==> src/rtl/rop_pkg.sv <==
`default_nettype none
package rop_pkg;
  localparam int FRAC_BITS_DEF = 16;
  localparam int CORDIC_STAGES_DEF = 16;
  localparam int ANG_BITS = 30;
  localparam int DATA_W = 32;
  localparam int DECAY_W = 17;
  localparam int TS_W = 24;
  localparam int TH_W = 19;
  localparam int ZW = 34;
  localparam int CW = 33;
  localparam logic signed [ZW-1:0] PI_Q30 = 34'sd3373259426;
  localparam logic signed [ZW-1:0] HALF_PI_Q30 = 34'sd1686629713;
  localparam logic signed [ZW-1:0] TWO_PI_Q30 = 34'sd6746518852;
  localparam logic signed [CW-1:0] GAIN_INV_Q30 = 33'sd652032874;

  function automatic logic signed [ZW-1:0] atan_q30(input int i);
    logic signed [ZW-1:0] r;
    r = '0;
    case (i)
      0: r = 34'sd843314857;
      1: r = 34'sd497837829;
      2: r = 34'sd263043837;
      3: r = 34'sd133525159;
      4: r = 34'sd67021687;
      5: r = 34'sd33543516;
      6: r = 34'sd16775851;
      7: r = 34'sd8388437;
      8: r = 34'sd4194283;
      9: r = 34'sd2097149;
      default: r = (i < 30) ? (34'sd1 <<< (30 - i)) : '0;
    endcase
    return r;
  endfunction

  function automatic logic signed [DATA_W-1:0] sat32(input logic signed [67:0] v);
    logic signed [DATA_W-1:0] r;
    r = v[DATA_W-1:0];
    if (v > 68'sd2147483647) r = 32'sh7fffffff;
    else if (v < -68'sd2147483648) r = 32'sh80000000;
    return r;
  endfunction
endpackage
`default_nettype wire

==> src/rtl/rop_cordic_cell.sv <==
`default_nettype none
module rop_cordic_cell
  import rop_pkg::*;
#(
  parameter int IDX = 0
) (
  input  wire                  clk,
  input  wire signed [CW-1:0]  x_i,
  input  wire signed [CW-1:0]  y_i,
  input  wire signed [ZW-1:0]  z_i,
  output logic signed [CW-1:0] x_o,
  output logic signed [CW-1:0] y_o,
  output logic signed [ZW-1:0] z_o
);
  // one micro-rotation per cell, registered toward the neighbor
  always_ff @(posedge clk) begin
    if (z_i >= 0) begin
      x_o <= x_i - (y_i >>> IDX);
      y_o <= y_i + (x_i >>> IDX);
      z_o <= z_i - atan_q30(IDX);
    end else begin
      x_o <= x_i + (y_i >>> IDX);
      y_o <= y_i - (x_i >>> IDX);
      z_o <= z_i + atan_q30(IDX);
    end
  end
endmodule
`default_nettype wire

==> config.mk <==
export PLATFORM = sky130hd
export DESIGN_NAME = rop_cordic_cell
export DESIGN_NICKNAME = d
export VERILOG_FILES = /design/src/rtl/rop_pkg.sv /design/src/rtl/rop_cordic_cell.sv
export SDC_FILE = /design/constraint.sdc
export NUM_CORES = 1
export LEC_CHECK = 0
export ABC_AREA = 0
export BUFFER_PORTS_ARGS = -buffer_cell sky130_fd_sc_hd__buf_2
export CORE_MARGIN = 3
export CORE_UTILIZATION = 44
export DETAILED_ROUTE_END_ITERATION = 7
export PLACE_DENSITY = 0.65
export REMOVE_ABC_BUFFERS = 1
export SYNTH_ARGS = -nofsm -noshare
export SYNTH_HDL_FRONTEND = slang
export SYNTH_SLANG_ARGS = --single-unit
==> constraint.sdc <==
create_clock -name clk -period 6.5 [get_ports clk]
set_input_delay 1.3 -clock clk [delete_from_list [all_inputs] [get_ports clk]]
set_output_delay 1.3 -clock clk [all_outputs]
set_load 0.005 [all_outputs]
==> out/results.tsv, run 1 <==
stage	metric	value	unit
layout	nNetsFinal	1581	
clock_tree	cts_setup_buffers	0	
sta	max-slew-margin-rel	37.1	%
placement	place_congestion	0.946	
power_and_ir_drop	comb_power_share	42.2	%
synth	syn_avg_cell_area	7.91	sq um
synth	yosys_warnings	0	
detailed_routing	via_count	9236	
clock_tree	tritoncts	done	
critical_path	endpoint_kind	flip-flop	
power_and_ir_drop	p_switching	0.000872	W
power_and_ir_drop	clkPwrFrac	23.6	%
power_and_ir_drop	switching_share	38.0	%
critical_path	critPathLaunchType	input port	
min_path	hp-start	z_i[0]	
detailed_routing	ant_nets	0	
placement	dp.cells	1606	
placement	io_buffers	200	
die	die-area	23100	sq um
synth	async_reset_ff_share	0	%
grt	grt_util_all_layers	24.1	%
min_path	holdPathEnd	z_o[0]	
layout	drive_above_1_share	18.9	%
die	die_w	152	microns
sta	drv_slew	0	
clock_tree	clock_sinks	99	
detailed_routing	drt_pass1_iterations	5	
placement	hpwl	23.2	mm
sta	fin_crit	5.48	ns
sta	final_hold_viol_count	0	
grt	antenna_found_initial	0	
clock_tree	holdBufCountCts	0	
clock_tree	cts_max_level	3	
grt	grt_pass1_wl	46.4	mm
power_and_ir_drop	ir_drop	0.000119	V
placement	post-place-ws	0.688	ns
layout	num_antenna_cells	0	
synth	synth_edf_count	0	
layout	design_area	10800	sq um
synth	yosysSeqAreaShare	21.2	%
detailed_routing	vias_per_cell	5.69	
clock_tree	root_buffer	clkbuf_16	
grt	grt_overflow_total	0	
sta	worst_slew_pin_slew	0.932	ns
layout	synthToLayoutAreaGrowth	15.2	%
synth	synth_cells	1184	
grt	grt_max_degree	55	
sta	hold_slack	1.16	ns
synth	syn-cell-area	9360	sq um
layout	fin_cells	1622	
detailed_routing	drt_iter0_drc	674	
min_path	holdCritPathClass	in -> reg	
die	row_count	52	
critical_path	path_max_fanout	40	
clock_tree	ctsResizeCount	0	
layout	fin_util	52.5	%
detailed_routing	post-route-drc-count	0	
die	num_io_pins	201	
synth	ys.flop_type	dfxtp_1	
run_status	status	completed	
layout	layout_commonest_cell	buf_2	
clock_tree	clock_tree.buffer_depth	2	
placement	dpl_cell_area	10500	sq um
clock_tree	cts_buffers	9	
power_and_ir_drop	p_int	0.00142	W
grt	grt_pass1_vias	8909	
critical_path	worstSetupPathType	in -> reg	
critical_path	cp.required	6.78	ns
power_and_ir_drop	p_seq_share	34.2	%
die	core_area	20600	sq um
critical_path	worstPathArrival	5.76	ns
die	die_height	152	microns
min_path	hold_depth	2	
detailed_routing	wl_per_cell	17.9	microns
synth	synth_cell_types	80	
detailed_routing	drt-total-wl	29.0	mm
power_and_ir_drop	powerDensity	213	nW/um^2
sta	timing.final.ws_setup	1.02	ns
die	initial_utilization	45.5	%
power_and_ir_drop	leakage	5.13	nW
layout	final_cell_mix	200 x buf_2, 134 x a21oi_1, 129 x ha_1, 107 x inv_1, 100 x nor2_1	
sta	setup_viol	0	
clock_tree	clkSlewWorstSetupHoldPaths	0.07	ns
job	max_cap_viol_count	0	
sta	rsz0062_at_grt	no	
sta	max_clock_freq	182	MHz
sta	finalCritPeriodShare	84.3	%
synth	ys_ff_latch	99	
[power groups by stage]
stage / logic, W / clock network, W / registers (W)
after CTS: 0.000964 / 0.000553 / 0.000787
final: 0.000969 / 0.000542 / 0.000785
after global routing: 0.00107 / 0.000581 / 0.000801
after detailed placement: 0.000957 / 0 / 0.000800
after floorplan: 0.000571 / 0 / 0.000821
after global placement: 0.000957 / 0 / 0.000799
[critical path, cell delays in order]
cell and delay [ns]:
buf_2 0.12, inv_1 0.10, ha_1 0.15, nor4b_1 0.23, nand4_1 0.16, nor3_1 0.23, nand2b_4 0.40, inv_2 0.40
buf_4 0.39, ha_1 0.42, nand3_1 0.16, o41ai_2 0.56, a31oi_2 0.23, o21ai_1 0.35, a221oi_1 0.15, o21ai_0 0.23
xor2_1 0.18
[cells by family after synthesis]
logic type / after synthesis / synth area share [%]
multiplexers: 17 / 1.82
adder cells (fa/ha/maj): 133 / 18.1
AO/OA/AOI/OAI: 408 / 29.2
flip-flops: 99 / 21.2
buffers and inverters: 161 / 6.84
XOR/XNOR: 93 / 8.70
AND/OR/NAND/NOR: 273 / 14.2
[state kept, by name, summed over array words and instances, names as in the netlist]
name,cells
z_o,34
y_o,33
x_o,32
[per-stage QoR]
stage	TNS, ns	total power [W]
2_1_floorplan	-11.10	0.00139
3_3_place_gp	0	0.00176
3_5_place_dp	0	0.00176
4_1_cts	0	0.00230
5_1_grt	0	0.00245
6_report	0	0.00230
[metal layers]
layer	track usage (%)	vias to the layer above	wire length [microns]
met4	6.98	0	588
met3	3.64	40	1880
met2	40.7	347	13600
li1	-	4531	-
met5	0	-	0
met1	32.0	4318	12900
[cells in the mapped netlist (4+ instances only)]
master / instances / area share [%]
a21oi_1: 134 / 7.2
ha_1: 129 / 17
inv_1: 107 / 4.3
nor2_1: 100 / 4.0
dfxtp_1: 99 / 21
xnor2_1: 77 / 7.2
o21ai_0: 72 / 3.8
nand2_1: 44 / 1.8
a21o_1: 42 / 3.4
o21bai_1: 28 / 2.2
clkbuf_1: 27 / 1.1
nor3_1: 21 / 1.1
buf_2: 17 / 0.91
mux2i_1: 17 / 1.8
nand3_1: 17 / 0.91
nand2b_1: 16 / 1.1
nor4_1: 16 / 1.1
xor2_1: 16 / 1.5
nand4_1: 14 / 0.94
o211ai_1: 14 / 1.1
a211oi_1: 12 / 0.96
nor2b_1: 12 / 0.80
a221oi_1: 11 / 1.0
a31oi_1: 10 / 0.67
o21a_1: 10 / 0.80
and2_1: 6 / 0.40
o21ai_1: 6 / 0.32
o31ai_1: 6 / 0.48
a221o_1: 5 / 0.53
a31o_2: 5 / 0.47
and3_1: 5 / 0.33
a21boi_0: 4 / 0.32
fa_1: 4 / 0.86
o31a_1: 4 / 0.37
o41ai_1: 4 / 0.37
or2_2: 4 / 0.27
[worst max path at each step]
stage                  from       to  slack [ns]
floorplan           z_i[33]  z_o[33]       -0.76
CTS                 z_i[33]  z_o[30]        1.06
global route        z_i[33]  z_o[30]        0.69
detailed placement  z_i[33]  z_o[30]        0.69
global placement    z_i[33]  z_o[28]        0.84
finish              z_i[33]  z_o[30]        1.02
[cell type report]
| cell class | count | area (sq um) |
|---|---|---|
| multi-input cells | 924 | 6750 |
| flip-flops and latches | 99 | 1980 |
| clock inverters | 7 | 58.8 |
| inverters | 111 | 417 |
| clock buffers | 9 | 225 |
| well taps | 270 | 338 |
| fillers | 2057 | 9770 |
| repair buffers | 202 | 1020 |
Power figures use the tool's default switching activity.
==> inputs of run 2 (changes only) <==
- ABC_AREA: 0 -> 1
- PLACE_DENSITY: 0.65 -> 0.63
- clock period: 6.5 -> 5.38 ns (I/O delays scaled with it)
==> run 2 against run 1 <==
  * First-iteration DRC count grew 35%
  * Critical path type unchanged
  * Synthesized cell count up 78%
  * Synthesized area rose by 26%
  * Largest cell class unchanged
  * Largest power group unchanged
  * Via count up 44%
  * Power is 29% higher
  * Sequential power rose by 17%
  * Clock-buffer cell count unchanged
==> out/results.tsv, run 2 <==
stage	metric	value	unit	change
layout	design_area	13300	sq um	was 10,800 sq um
grt	grt_pass1_vias	12300		was 8,909
die	core_area	26200	sq um	was 20,600 sq um
placement	io_buffers	200		unchanged
layout	nNetsFinal	2520		was 1,581
layout	final_cell_mix	782 x nand2_1, 388 x inv_1, 200 x buf_2, 177 x nand3_1, 171 x nor2_1		was 200 x buf_2, 134 x a21oi_1, 129 x ha_1, 107 x inv_1, 100 x nor2_1
synth	yosys.area.top_type	nand2_1		was dfxtp_1
synth	ys.flop_type	dfxtp_1		unchanged
critical_path	path_max_fanout	33		was 40
clock_tree	root_buffer	clkbuf_16		unchanged
layout	num_antenna_cells	0		unchanged
run_status	status	completed		unchanged
sta	finalSetupTns	0	ns	unchanged
power_and_ir_drop	switching_share	42.5	%	was 38.0%
critical_path	worstSetupPathType	in -> reg		unchanged
detailed_routing	drt_iter0_drc	911		was 674
detailed_routing	drt-total-wl	41.4	mm	was 29.0 mm
synth	synth_common_cells	782 x nand2_1, 388 x inv_1, 177 x nand3_1, 171 x nor2_1, 129 x ha_1		was 134 x a21oi_1, 129 x ha_1, 107 x inv_1, 100 x nor2_1, 99 x dfxtp_1
clock_tree	ctsResizeCount	0		unchanged
critical_path	path_buf_inv	3		was 4
power_and_ir_drop	p_int	0.00171	W	was 0.00142 W
sta	max_clock_freq	254	MHz	
clock_tree	clock_tree.buffer_depth	2		unchanged
layout	drive_above_1_share	10.3	%	was 18.9%
grt	grt_max_degree	34		was 55
detailed_routing	vias_per_cell	5.05		was 5.69
synth	yosys_warnings	0		unchanged
placement	place_congestion	0.969		was 0.946
synth	synth_top_area_share	24.9	%	was 21.2%
clock_tree	tritoncts	done		unchanged
synth	async_reset_ff_share	0	%	unchanged
layout	regMostFlops	z_o		unchanged
layout	fin_util	50.8	%	was 52.5%
critical_path	startpoint	z_i[33]		unchanged
critical_path	cp_num_cells	17		unchanged
grt	grt_overflow_total	0		unchanged
detailed_routing	drt_pass1_iterations	5		unchanged
critical_path	crit_top_cell	nand2_1		was ha_1
sta	finalCritPeriodShare	73.1	%	
min_path	hold_depth	2		unchanged
synth	synth_cells	2113		was 1,184
die	die_w	170	microns	was 152 microns
die	num_io_pins	201		unchanged
critical_path	crit_family	simple AND/OR/NAND/NOR gates		was compound AO/OA/AOI/OAI gates
synth	synthTopCellsByArea	nand2_1 25%, dfxtp_1 17%, ha_1 14%, inv_1 12%, nand3_1 7.5%		was dfxtp_1 21%, ha_1 17%, xnor2_1 7.2%, a21oi_1 7.2%, inv_1 4.3%
power_and_ir_drop	clkPwrFrac	23.9	%	was 23.6%
power_and_ir_drop	comb_power_share	45.1	%	was 42.2%
die	initial_utilization	45.0	%	was 45.5%
job	max_cap_viol_count	0		unchanged
critical_path	crit_chain	buf_2 > inv_1 > ha_1 > nand3_1 > nor3_1 > nand3b_1 > nor2_1 > nor2_4 > buf_4 > ha_1 > nand2_1 > o21ai_0 > a21oi_1 > o21ai_0 > nand2_1 > nand3_1 > nand2_1		was buf_2 > inv_1 > ha_1 > nor4b_1 > nand4_1 > nor3_1 > nand2b_4 > inv_2 > buf_4 > ha_1 > nand3_1 > o41ai_2 > a31oi_2 > o21ai_1 > a221oi_1 > o21ai_0 > xor2_1
critical_path	cp_slowest_cell	o21ai_0		was o41ai_2
placement	hpwl	35.3	mm	was 23.2 mm
power_and_ir_drop	p_switching	0.00126	W	was 0.000872 W
grt	antenna_found_initial	0		unchanged
synth	syn_avg_cell_area	5.59	sq um	was 7.91 sq um
synth	yosysSeqAreaShare	16.8	%	was 21.2%
detailed_routing	post-route-drc-count	0		unchanged
layout	fin_cells	2626		was 1,622
detailed_routing	wl_per_cell	15.8	microns	was 17.9 microns
layout	synthToLayoutAreaGrowth	12.9	%	was 15.2%
synth	synth_cell_types	35		was 80
detailed_routing	via_count	13300		was 9,236
detailed_routing	ant_nets	0		unchanged
clock_tree	clock_sinks	99		unchanged
synth	syn-cell-area	11800	sq um	was 9360 sq um
critical_path	cp.required	5.63	ns	was 6.78 ns
synth	synth_edf_count	0		unchanged
power_and_ir_drop	leakage	7.96	nW	was 5.13 nW
sta	fin_crit	3.93	ns	
placement	dpl_cell_area	13000	sq um	was 10,500 sq um
power_and_ir_drop	ir_drop	0.000193	V	was 0.000119 V
critical_path	endpoint_kind	flip-flop		unchanged
sta	setup_viol	0		unchanged
critical_path	critPathLaunchType	input port		unchanged
clock_tree	cts_buffers	9		unchanged
critical_path	worstPathArrival	4.18	ns	was 5.76 ns
clock_tree	cts_max_level	3		unchanged
min_path	hp-start	z_i[0]		unchanged
die	die-area	28800	sq um	was 23,100 sq um
sta	max-slew-margin-rel	69.0	%	was 37.1%
sta	drv_slew	0		unchanged
synth	synthMostInstantiatedCell	nand2_1		was a21oi_1
layout	layout_commonest_cell	nand2_1		was buf_2
power_and_ir_drop	p_seq_share	31.0	%	was 34.2%
synth	ys_ff_latch	99		unchanged
sta	rsz0062_at_grt	no		unchanged
die	die_height	170	microns	was 152 microns
clock_tree	cts_setup_buffers	0		unchanged
sta	final_hold_viol_count	0		unchanged
power_and_ir_drop	powerDensity	223	nW/um^2	was 213 nW/um^2
grt	grt_util_all_layers	28.2	%	was 24.1%
min_path	holdCritPathClass	in -> reg		unchanged
grt	grt_pass1_wl	64.4	mm	was 46.4 mm
layout	top_regs	z_o (34), y_o (33), x_o (32)		unchanged
layout	largest_register_ffs	34		unchanged
clock_tree	clkSlewWorstSetupHoldPaths	0.07	ns	about the same
placement	dp.cells	2610		was 1,606
clock_tree	holdBufCountCts	0		unchanged
sta	worst_slew_pin_slew	0.460	ns	was 0.932 ns
critical_path	cpPeakStageDelay	0.42	ns	was 0.56 ns
die	row_count	59		was 52
## run 2: cell types whose count changed after synthesis, sizes merged, moves of 17 or more
cell	before	now
nand2	44	782
nor2	100	175
clkbuf	27	5
o21bai	28	11
xor2	16	48
xnor2	77	5
a21oi	136	117
nand3	17	178
a21o	43	3
inv	110	389
mux2i	17	0
## run 2: metal layers
layer	wire, microns	track usage [%]	up-vias
met2	18500	47.0	414
li1	-	-	6845
met1	19300	37.7	5920
met3	2070	2.94	75
met4	1490	10.5	0
met5	0	0	-
## run 2: cell type report
cell class                 instances  area [sq um]
clock buffer                       9           225
clock inverter                     7          83.8
fill                            2899         12900
inverter                         389          1460
multi-input combinational       1581          8100
sequential                        99          1980
tap                              335           419
timing repair buffer             206          1050
## run 2: worst paths after layout
check                 endpoint  slack (ns)
worst max-delay path   z_o[31]        1.45
worst min-delay path    z_o[0]         1.0
## run 2: logic make-up after synthesis
logic type / synth area share, %
AOI/OAI and AO/OA: 9.74
xor gates and xnor gates: 3.93
adders and majority gates: 14.4
buffers and inverters: 14.7
DFF: 16.8
and+or+nand+nor: 40.5
## run 2: power groups by stage
stage | sequential, W | clock [W] | combinational (W)
2_1_floorplan | 0.000949 | 0 | 0.000799
3_3_place_gp | 0.000939 | 0 | 0.00132
3_5_place_dp | 0.000938 | 0 | 0.00133
4_1_cts | 0.000922 | 0.000735 | 0.00133
5_1_grt | 0.000934 | 0.000762 | 0.00150
6_report | 0.000921 | 0.000712 | 0.00134
## run 2: stage by stage
stage	total power, W	hold WS, ns	worst slack [ns]
after floorplan	0.00175	1.20	0.629
after global placement	0.00226	1.36	1.11
after detailed placement	0.00226	1.36	1.06
after CTS	0.00299	0.992	1.42
after global routing	0.00319	1.01	1.04
final	0.00297	1.00	1.45
